--- config.mk ---
export PLATFORM = sky130hd
export DESIGN_NAME = brainfuck_executor
export DESIGN_NICKNAME = d
export VERILOG_FILES = /design/src/rtl/bfe_pkg.sv /design/src/rtl/bfe_ram.sv /design/src/rtl/bfe_tape.sv /design/src/rtl/brainfuck_executor.sv
export SDC_FILE = /design/constraint.sdc
export NUM_CORES = 2
export LEC_CHECK = 0
export BUFFER_PORTS_ARGS = -buffer_cell sky130_fd_sc_hd__buf_4
export CORE_UTILIZATION = 65
export DETAILED_ROUTE_END_ITERATION = 12
export MAX_ROUTING_LAYER = met4
export PLACE_DENSITY_LB_ADDON = 0.2
export SLEW_MARGIN = 20
export SYNTH_ARGS = -nofsm -noshare
export SYNTH_HDL_FRONTEND = slang
export SYNTH_MEMORY_MAX_BITS = 65536
export SYNTH_SLANG_ARGS = --single-unit
--- constraint.sdc ---
create_clock -name i_clk -period 9.7 [get_ports i_clk]
set_input_delay 0 -clock i_clk [delete_from_list [all_inputs] [get_ports i_clk]]
set_output_delay 0 -clock i_clk [all_outputs]
set_load 0.01 [all_outputs]
--- src/rtl/bfe_pkg.sv ---
// ----------------------------------------------------------------------------
// bfe_pkg
// Shared types, symbol codes and status codes for the Brainfuck executor.
// ----------------------------------------------------------------------------
package bfe_pkg;

    localparam logic [7:0] C_PLUS  = 8'h2B;
    localparam logic [7:0] C_MINUS = 8'h2D;
    localparam logic [7:0] C_RIGHT = 8'h3E;
    localparam logic [7:0] C_LEFT  = 8'h3C;
    localparam logic [7:0] C_OPEN  = 8'h5B;
    localparam logic [7:0] C_CLOSE = 8'h5D;
    localparam logic [7:0] C_COMMA = 8'h2C;
    localparam logic [7:0] C_DOT   = 8'h2E;
    localparam logic [7:0] C_NL    = 8'h0A;
    localparam logic [7:0] C_SPACE = 8'h20;

    typedef enum logic [2:0] {
        ST_LOADED   = 3'd0,
        ST_ACCEPTED = 3'd1,
        ST_REJECTED = 3'd2,
        ST_STEPPED  = 3'd3,
        ST_HALTED   = 3'd4,
        ST_TOO_LONG = 3'd5
    } t_status;

    typedef struct packed {
        logic rd;
        logic wr;
    } t_tape_ctl;

    function automatic logic symbol_ok(input logic [7:0] c);
        return c == C_PLUS || c == C_MINUS || c == C_RIGHT || c == C_LEFT ||
               c == C_OPEN || c == C_CLOSE || c == C_COMMA || c == C_DOT ||
               c == C_NL || c == C_SPACE;
    endfunction

endpackage

--- src/rtl/bfe_ram.sv ---
// ----------------------------------------------------------------------------
// bfe_ram
// Generic simple dual-port RAM: one write port, one read port, registered read.
// ----------------------------------------------------------------------------
module bfe_ram #(
    parameter int WIDTH = 8,
    parameter int DEPTH = 16,
    localparam int AW = (DEPTH > 1) ? $clog2(DEPTH) : 1
) (
    input  logic             i_clk,
    input  logic             i_we,
    input  logic [AW-1:0]    i_waddr,
    input  logic [WIDTH-1:0] i_wdata,
    input  logic [AW-1:0]    i_raddr,
    output logic [WIDTH-1:0] o_rdata
);

    logic [WIDTH-1:0] r_mem [DEPTH];
    logic [WIDTH-1:0] r_rdata;

    always_ff @(posedge i_clk) begin
        if (i_we) begin
            r_mem[i_waddr] <= i_wdata;
        end
        r_rdata <= r_mem[i_raddr];
    end

    assign o_rdata = r_rdata;

endmodule

--- src/rtl/bfe_tape.sv ---
// ----------------------------------------------------------------------------
// bfe_tape
// Byte tape: RAM plus per-cell valid bits so unwritten cells read as zero.
// ----------------------------------------------------------------------------
module bfe_tape
    import bfe_pkg::*;
#(
    parameter int TAPE_CELLS = 32,
    localparam int TW = $clog2(TAPE_CELLS)
) (
    input  logic            i_clk,
    input  logic            i_rst_n,
    input  t_tape_ctl       i_ctl,
    input  logic [TW-1:0]   i_addr,
    input  logic [7:0]      i_wdata,
    output logic [7:0]      o_rdata
);

    logic [TAPE_CELLS-1:0] r_valid;
    logic                  r_rd_valid;
    logic [7:0]            w_q;

    bfe_ram #(
        .WIDTH (8),
        .DEPTH (TAPE_CELLS)
    ) u_ram (
        .i_clk   (i_clk),
        .i_we    (i_ctl.wr),
        .i_waddr (i_addr),
        .i_wdata (i_wdata),
        .i_raddr (i_addr),
        .o_rdata (w_q)
    );

    always_ff @(posedge i_clk) begin
        if (!i_rst_n) begin
            r_valid    <= '0;
            r_rd_valid <= 1'b0;
        end else begin
            if (i_ctl.wr) begin
                r_valid[i_addr] <= 1'b1;
            end
            if (i_ctl.rd) begin
                r_rd_valid <= r_valid[i_addr];
            end
        end
    end

    assign o_rdata = r_rd_valid ? w_q : 8'd0;

endmodule

--- src/rtl/brainfuck_executor.sv ---
// ----------------------------------------------------------------------------
// brainfuck_executor
// Loads, checks and bracket-pairs a Brainfuck program, then steps it on a tape.
// ----------------------------------------------------------------------------
//  channel  | direction | tdata                          | tuser  | tlast
//  s_axis   | in        | program_char, input_byte       | mode   | last
//  m_axis   | out       | out_valid, out_byte, input_taken,| status | -
//           |           | cell_value, tape_position      |        |
//
//  Load word: accept, finish and done states; a closing bracket adds a stack
//  read, then two partner RAM writes. Step word: execute (program and partner
//  RAM read) and done, plus a tape read for a pointer move; halted skips to done.
//  Reset clears tape valid bits and the main control state.
//  A result waits in the output register; a stalled m_axis holds the
//  next result in the done state until the register frees.
// ----------------------------------------------------------------------------
module brainfuck_executor
    import bfe_pkg::*;
#(
    parameter int TAPE_CELLS    = 32,
    parameter int PROGRAM_CHARS = 256,
    parameter int NEST_DEPTH    = 16
) (
    input  logic        i_clk,
    input  logic        i_rst_n,
    input  logic        i_s_axis_tvalid,
    output logic        o_s_axis_tready,
    input  logic [15:0] i_s_axis_tdata,  // program_char[7:0], input_byte[15:8]
    input  logic [0:0]  i_s_axis_tuser,  // mode[0]
    input  logic        i_s_axis_tlast,
    output logic        o_m_axis_tvalid,
    input  logic        i_m_axis_tready,
    // out_valid[0], out_byte[8:1], input_taken[9], cell_value[17:10],
    // tape_position[22:18], zero[23]
    output logic [23:0] o_m_axis_tdata,
    output logic [2:0]  o_m_axis_tuser   // status[2:0]
);

    localparam int AW  = $clog2(PROGRAM_CHARS);
    localparam int LW  = AW + 1;
    localparam int TW  = $clog2(TAPE_CELLS);
    localparam int SAW = (NEST_DEPTH > 1) ? $clog2(NEST_DEPTH) : 1;
    localparam int DW  = $clog2(NEST_DEPTH + 1);

    typedef enum logic [2:0] {
        S_IDLE, S_POP, S_PAIR, S_LFIN, S_EXEC, S_MOVE, S_DONE
    } t_state;

    t_state        r_state, n_state;
    logic [LW-1:0] r_len, n_len;
    logic [DW-1:0] r_depth, n_depth;
    logic          r_lv, n_lv;
    logic          r_ready, n_ready;
    logic [LW-1:0] r_pc, n_pc;
    logic [LW-1:0] r_acc_len, n_acc_len;
    logic [TW-1:0] r_ptr, n_ptr;
    logic [7:0]    r_cell, n_cell;

    logic          r_last, n_last;
    logic          r_toolong, n_toolong;
    logic [7:0]    r_ibyte, n_ibyte;
    logic [AW-1:0] r_pos, n_pos;
    logic [AW-1:0] r_open, n_open;

    t_status       r_status, n_status;
    logic          r_outv, n_outv;
    logic [7:0]    r_outb, n_outb;
    logic          r_taken, n_taken;

    logic          r_ovalid, n_ovalid;
    t_status       r_o_status, n_o_status;
    logic          r_o_outv, n_o_outv;
    logic [7:0]    r_o_outb, n_o_outb;
    logic          r_o_taken, n_o_taken;
    logic [7:0]    r_o_cell, n_o_cell;
    logic [4:0]    r_o_pos, n_o_pos;

    logic          prog_we;
    logic [AW-1:0] prog_waddr, prog_raddr;
    logic [7:0]    prog_wdata, prog_q;
    logic          part_we;
    logic [AW-1:0] part_waddr, part_raddr, part_wdata, part_q;
    logic          stk_we;
    logic [SAW-1:0] stk_waddr, stk_raddr;
    logic [AW-1:0] stk_wdata, stk_q;
    t_tape_ctl     tape_ctl;
    logic [TW-1:0] tape_addr;
    logic [7:0]    tape_wdata, tape_q;

    logic          w_in_acc;
    logic [7:0]    w_char;
    logic [DW-1:0] w_dm1;
    logic [LW-1:0] w_jump;
    logic [8:0]    w_ptr9;

    assign w_in_acc = i_s_axis_tvalid && (r_state == S_IDLE);
    assign w_char   = i_s_axis_tdata[7:0];
    assign w_dm1    = r_depth - DW'(1);
    assign w_jump   = LW'(part_q) + LW'(1);
    assign w_ptr9   = 9'(r_ptr);

    bfe_ram #(.WIDTH(8), .DEPTH(PROGRAM_CHARS)) u_prog (
        .i_clk(i_clk), .i_we(prog_we), .i_waddr(prog_waddr), .i_wdata(prog_wdata),
        .i_raddr(prog_raddr), .o_rdata(prog_q)
    );

    bfe_ram #(.WIDTH(AW), .DEPTH(PROGRAM_CHARS)) u_partner (
        .i_clk(i_clk), .i_we(part_we), .i_waddr(part_waddr), .i_wdata(part_wdata),
        .i_raddr(part_raddr), .o_rdata(part_q)
    );

    bfe_ram #(.WIDTH(AW), .DEPTH(NEST_DEPTH)) u_stack (
        .i_clk(i_clk), .i_we(stk_we), .i_waddr(stk_waddr), .i_wdata(stk_wdata),
        .i_raddr(stk_raddr), .o_rdata(stk_q)
    );

    bfe_tape #(.TAPE_CELLS(TAPE_CELLS)) u_tape (
        .i_clk(i_clk), .i_rst_n(i_rst_n), .i_ctl(tape_ctl), .i_addr(tape_addr),
        .i_wdata(tape_wdata), .o_rdata(tape_q)
    );

    always_comb begin
        n_state    = r_state;
        n_len      = r_len;
        n_depth    = r_depth;
        n_lv       = r_lv;
        n_ready    = r_ready;
        n_pc       = r_pc;
        n_acc_len  = r_acc_len;
        n_ptr      = r_ptr;
        n_cell     = r_cell;
        n_last     = r_last;
        n_toolong  = r_toolong;
        n_ibyte    = r_ibyte;
        n_pos      = r_pos;
        n_open     = r_open;
        n_status   = r_status;
        n_outv     = r_outv;
        n_outb     = r_outb;
        n_taken    = r_taken;
        n_ovalid   = r_ovalid && !i_m_axis_tready;
        n_o_status = r_o_status;
        n_o_outv   = r_o_outv;
        n_o_outb   = r_o_outb;
        n_o_taken  = r_o_taken;
        n_o_cell   = r_o_cell;
        n_o_pos    = r_o_pos;

        prog_we    = 1'b0;
        prog_waddr = r_len[AW-1:0];
        prog_wdata = w_char;
        prog_raddr = r_pc[AW-1:0];
        part_we    = 1'b0;
        part_waddr = r_pos;
        part_wdata = stk_q;
        part_raddr = r_pc[AW-1:0];
        stk_we     = 1'b0;
        stk_waddr  = r_depth[SAW-1:0];
        stk_wdata  = r_len[AW-1:0];
        stk_raddr  = w_dm1[SAW-1:0];
        tape_ctl   = '0;
        tape_addr  = r_ptr;
        tape_wdata = r_cell;

        case (r_state)
            S_IDLE: begin
                if (w_in_acc) begin
                    n_outv  = 1'b0;
                    n_outb  = 8'd0;
                    n_taken = 1'b0;
                    if (i_s_axis_tuser[0] == 1'b0) begin
                        n_ready = 1'b0;
                        n_last  = i_s_axis_tlast;
                        n_state = S_LFIN;
                        if (r_len >= LW'(PROGRAM_CHARS)) begin
                            n_lv      = 1'b0;
                            n_toolong = 1'b1;
                        end else begin
                            n_toolong = 1'b0;
                            prog_we   = 1'b1;
                            n_len     = r_len + LW'(1);
                            n_pos     = r_len[AW-1:0];
                            if (!symbol_ok(w_char)) begin
                                n_lv = 1'b0;
                            end else if (r_lv && w_char == C_OPEN) begin
                                if (r_depth >= DW'(NEST_DEPTH)) begin
                                    n_lv = 1'b0;
                                end else begin
                                    stk_we  = 1'b1;
                                    n_depth = r_depth + DW'(1);
                                end
                            end else if (r_lv && w_char == C_CLOSE) begin
                                if (r_depth == '0) begin
                                    n_lv = 1'b0;
                                end else begin
                                    n_depth = w_dm1;
                                    n_state = S_POP;
                                end
                            end
                        end
                    end else begin
                        n_ibyte = i_s_axis_tdata[15:8];
                        if (!r_ready || r_pc >= r_acc_len) begin
                            n_status = ST_HALTED;
                            n_state  = S_DONE;
                        end else begin
                            n_state = S_EXEC;
                        end
                    end
                end
            end
            S_POP: begin
                n_open  = stk_q;
                part_we = 1'b1;
                n_state = S_PAIR;
            end
            S_PAIR: begin
                part_we    = 1'b1;
                part_waddr = r_open;
                part_wdata = r_pos;
                n_state    = S_LFIN;
            end
            S_LFIN: begin
                n_status = r_toolong ? ST_TOO_LONG : ST_LOADED;
                if (r_last) begin
                    if (!r_toolong) begin
                        if (r_lv && r_depth == '0) begin
                            n_status  = ST_ACCEPTED;
                            n_ready   = 1'b1;
                            n_acc_len = r_len;
                            n_pc      = '0;
                        end else begin
                            n_status = ST_REJECTED;
                        end
                    end
                    n_len   = '0;
                    n_depth = '0;
                    n_lv    = 1'b1;
                end
                n_state = S_DONE;
            end
            S_EXEC: begin
                n_status = ST_STEPPED;
                n_pc     = r_pc + LW'(1);
                n_state  = S_DONE;
                case (prog_q)
                    C_PLUS: begin
                        n_cell      = r_cell + 8'd1;
                        tape_ctl.wr = 1'b1;
                        tape_wdata  = r_cell + 8'd1;
                    end
                    C_MINUS: begin
                        n_cell      = r_cell - 8'd1;
                        tape_ctl.wr = 1'b1;
                        tape_wdata  = r_cell - 8'd1;
                    end
                    C_COMMA: begin
                        n_cell      = r_ibyte;
                        tape_ctl.wr = 1'b1;
                        tape_wdata  = r_ibyte;
                        n_taken     = 1'b1;
                    end
                    C_DOT: begin
                        n_outv = 1'b1;
                        n_outb = r_cell;
                    end
                    C_LEFT: begin
                        if (r_ptr != '0) begin
                            n_ptr = r_ptr - TW'(1);
                        end
                        tape_ctl.rd = 1'b1;
                        tape_addr   = n_ptr;
                        n_state     = S_MOVE;
                    end
                    C_RIGHT: begin
                        if (r_ptr != TW'(TAPE_CELLS - 1)) begin
                            n_ptr = r_ptr + TW'(1);
                        end
                        tape_ctl.rd = 1'b1;
                        tape_addr   = n_ptr;
                        n_state     = S_MOVE;
                    end
                    C_OPEN: begin
                        if (r_cell == 8'd0) begin
                            n_pc = w_jump;
                        end
                    end
                    C_CLOSE: begin
                        if (r_cell != 8'd0) begin
                            n_pc = w_jump;
                        end
                    end
                    default: begin
                    end
                endcase
            end
            S_MOVE: begin
                n_cell  = tape_q;
                n_state = S_DONE;
            end
            S_DONE: begin
                if (!r_ovalid || i_m_axis_tready) begin
                    n_ovalid   = 1'b1;
                    n_o_status = r_status;
                    n_o_outv   = r_outv;
                    n_o_outb   = r_outb;
                    n_o_taken  = r_taken;
                    n_o_cell   = r_cell;
                    n_o_pos    = w_ptr9[4:0];
                    n_state    = S_IDLE;
                end
            end
            default: begin
                n_state = S_IDLE;
            end
        endcase
    end

    always_ff @(posedge i_clk) begin
        if (!i_rst_n) begin
            r_state   <= S_IDLE;
            r_len     <= '0;
            r_depth   <= '0;
            r_lv      <= 1'b1;
            r_ready   <= 1'b0;
            r_pc      <= '0;
            r_acc_len <= '0;
            r_ptr     <= '0;
            r_cell    <= 8'd0;
            r_ovalid  <= 1'b0;
        end else begin
            r_state   <= n_state;
            r_len     <= n_len;
            r_depth   <= n_depth;
            r_lv      <= n_lv;
            r_ready   <= n_ready;
            r_pc      <= n_pc;
            r_acc_len <= n_acc_len;
            r_ptr     <= n_ptr;
            r_cell    <= n_cell;
            r_ovalid  <= n_ovalid;
        end
        r_last     <= n_last;
        r_toolong  <= n_toolong;
        r_ibyte    <= n_ibyte;
        r_pos      <= n_pos;
        r_open     <= n_open;
        r_status   <= n_status;
        r_outv     <= n_outv;
        r_outb     <= n_outb;
        r_taken    <= n_taken;
        r_o_status <= n_o_status;
        r_o_outv   <= n_o_outv;
        r_o_outb   <= n_o_outb;
        r_o_taken  <= n_o_taken;
        r_o_cell   <= n_o_cell;
        r_o_pos    <= n_o_pos;
    end

    assign o_s_axis_tready = (r_state == S_IDLE);
    assign o_m_axis_tvalid = r_ovalid;
    assign o_m_axis_tuser  = r_o_status;
    assign o_m_axis_tdata  = {1'b0, r_o_pos, r_o_cell, r_o_taken, r_o_outb, r_o_outv};

`ifndef SYNTHESIS
    a_depth_bound: assert property (@(posedge i_clk) disable iff (!i_rst_n)
        r_depth <= DW'(NEST_DEPTH))
        else $error("nesting depth beyond limit");

    a_len_bound: assert property (@(posedge i_clk) disable iff (!i_rst_n)
        r_len <= LW'(PROGRAM_CHARS))
        else $error("load length beyond program store");

    a_ptr_bound: assert property (@(posedge i_clk) disable iff (!i_rst_n)
        r_ptr <= TW'(TAPE_CELLS - 1))
        else $error("cell pointer beyond tape");

    a_accept_busy: assert property (@(posedge i_clk) disable iff (!i_rst_n)
        i_s_axis_tvalid && o_s_axis_tready |=> !o_s_axis_tready)
        else $error("accepted word did not start processing");

    a_done_emit: assert property (@(posedge i_clk) disable iff (!i_rst_n)
        (r_state == S_DONE) && (!r_ovalid || i_m_axis_tready) |=> o_m_axis_tvalid)
        else $error("finished result not presented");
`endif

endmodule

==> reports/metrics.yaml <==
status: "completed"
place_congestion: 0.882
grt_pass1_wl_um: 614000
num_io_pins: 51
wl_per_cell_um: 34.2
syn_area_mm2: 0.181
clk_pin_slew_ns: 0.07
drcViolationCount: 0
ys_types: 77
drtIter0Drc: 12300
wl_um: 424000
yosys.area.top_type_share: 0.756
pre_cts_slack_ns: 4.18
cp.arrival_ns: 6.20
initial_core_util: 0.654
final_cell_mix: "edfxtp_1, mux4_2, nor2_1, clkbuf_16, nand2_1"
drtPass1Iterations: 6
die-area_mm2: 0.280
area_delta_synth_final_pct: 10.9
synth_ff_type: "edfxtp_1"
ys_ff_latch: 4661
relSlewSlack: 0.181
vias: 86900
final_common_cell: "edfxtp_1"
clock_latency_ns: 0.99
ys_seq_area_frac: 0.769
min_period_ns: 5.62
core_mm2: 0.276
ys_warn_count: 0
fmax_ghz: 0.178
critPathLaunchType: "register"
post_dp_cell_area_mm2: 0.185
final_area_mm2: 0.200
track_usage: 0.317
finalSetupViolations: 0
cts_tree: "yes"
setup_tns_ns: 0
finalCritPeriodShare: 0.580
synth-edff-count: 4545
drv_cap: 0
cp.required_ns: 10.28
fin_nets: 8350
antenna_found_initial: 16
rsz0062_at_grt: "no"
num-fill-cells: 15000
crit_path_max_fanout: 39
h-tree-depth: 5
grt_pass1_vias: 87200
leakagePower_uw: 0.0599
finalHoldViolCount: 0
post_drt_via_cell_ratio: 7.01
clockBufferDepth: 4
cts_buffers: 446
netlist_instances: 8094
synthTopCellsByArea: "edfxtp_1, mux4_2, nor2_1"
peakVddDrop_v: 0.000182
drive_gt1_frac: 0.260
clock_sinks: 4661
core.rowCount: 193
layout_setup_ws_ns: 4.08
die_w_um: 529
async_reset_ff_frac: 0
hpwl_um: 237000
finClkSkew_ns: 0.0494
critPathKind: "register to register"
grt_max_degree: 210
overflow: 0
slew_violations: 0
antenna_left: 0
worstMarginPinSlew_ns: 1.23
p_per_area_mw_per_mm2: 231
avgSynthCellArea_um2: 22.3
synth_top_cell_by_area: "edfxtp_1"
cts_resized: 0
die_y_um: 529
port_buffers: 49
cp-end-kind: "register"
syn-num-nets: 8145
min_path_type: "input port to register"
clock-root-buffer: "clkbuf_16"
worst max-delay path, cell delays in order (launching register included):
cell	delay [ns]
dfxtp_1	0.57
inv_1	0.18
or2_1	0.26
buf_4	0.26
inv_2	0.55
nand4_4	0.37
nor2_4	0.29
xnor2_2	0.14
buf_4	0.59
buf_4	0.69
nand3_2	0.52
nor2_1	0.73
cells in the mapped netlist, types with 15 or more instances:
library cell	count
nand2_1	185
dfxtp_1	116
nand4_1	15
nand2b_1	30
buf_2	106
a22oi_1	74
ha_1	28
clkbuf_1	266
buf_1	74
mux4_2	1368
xor2_1	15
xnor2_1	20
o21ai_0	36
inv_1	29
nand3_1	37
o22ai_1	16
and2_1	16
o211ai_1	68
edfxtp_1	4545
a21oi_1	69
o21a_1	33
nor2_1	624
mux2i_1	137
layer usage:
layer	wire [um]	up-vias	share of wire	GRT usage
li1	-	34400	-	-
met1	158000	46000	0.37	0.446
met2	206000	5690	0.48	0.480
met3	48000	803	0.11	0.0699
met4	12100	0	0.029	0.0848
met5	0	-	0	-
per-stage QoR:
step	power, uW	cells	hold slack (ns)	utilization
floorplan	27300	8094	0.0989	-
global placement	29000	11500	0.182	0.670
detailed placement	29100	11500	0.180	0.670
CTS	46300	12400	0.0353	0.724
global route	47300	12400	0.0904	0.725
finish	46200	12400	0.103	0.725
sequential cells by signal, summed over array words and instances (netlist names), 9 cells and up:
register / cells
u_prog.r_mem: 2048
u_stack.r_mem: 128
u_tape.u_ram.r_mem: 256
r_len: 9
u_partner.r_mem: 2048
r_pc: 9
r_acc_len: 9
u_tape.r_valid: 32
timing repair:
| action | CTS | global route |
|---|---|---|
| buffers inserted | 0 | 0 |
| hold buffers | 35 | 0 |
| endpoints found under the hold margin | 1012 | 0 |
| endpoints found under the setup margin | 0 | 0 |
cells by family (layout without fill, tap and decap cells):
kind of cell / Yosys count / after routing / synth area share
simple gates: 1001 / 1001 / 0.0237
fa+ha+maj: 29 / 29 / 0.00205
flops: 4661 / 4661 / 0.769
other cells: 1 / 18 / 0.0000208
mux: 1514 / 1514 / 0.179
xor+xnor: 35 / 35 / 0.00170
buf+inv: 492 / 1079 / 0.0113
compound gates: 361 / 361 / 0.0136
power by group:
group	total, uW	internal [uW]	switching [uW]
sequential	23200	23100	152
combinational	5550	2150	3390
clock	17400	9880	7510
final cells by class:
type / count / area, um2 / area share
flip-flops and latches: 4661 / 139000 / 0.693
multi-input cells: 2941 / 40000 / 0.200
clock buffers: 552 / 11800 / 0.0590
well taps: 3705 / 4640 / 0.0232
clock inverters: 278 / 2790 / 0.0139
repair buffers: 217 / 2010 / 0.0101
inverters: 32 / 120 / 0.000600
diodes: 17 / 42.5 / 0.000213
worst paths after layout:
| check | endpoint | cells after the start | slack (ns) | from |
|---|---|---|---|---|
| hold reg to reg | r_o_outb[5]$_DFFE_PP_ | 0 | 0.43 | r_outb[5]$_SDFFCE_PN0P_ |
| setup / recovery | u_tape.u_ram.r_mem[9][1]$_DFFE_PP_ | 11 | 4.08 | r_state[2]$_SDFFE_PN0P_ |
| setup reg to reg | u_tape.u_ram.r_mem[9][1]$_DFFE_PP_ | 11 | 4.08 | r_state[2]$_SDFFE_PN0P_ |
| hold / removal | u_prog.r_mem[221][6]$_DFFE_PP_ | 2 | 0.10 | i_s_axis_tdata[6] |
No activity file was read; power rests on OpenSTA's default activity.
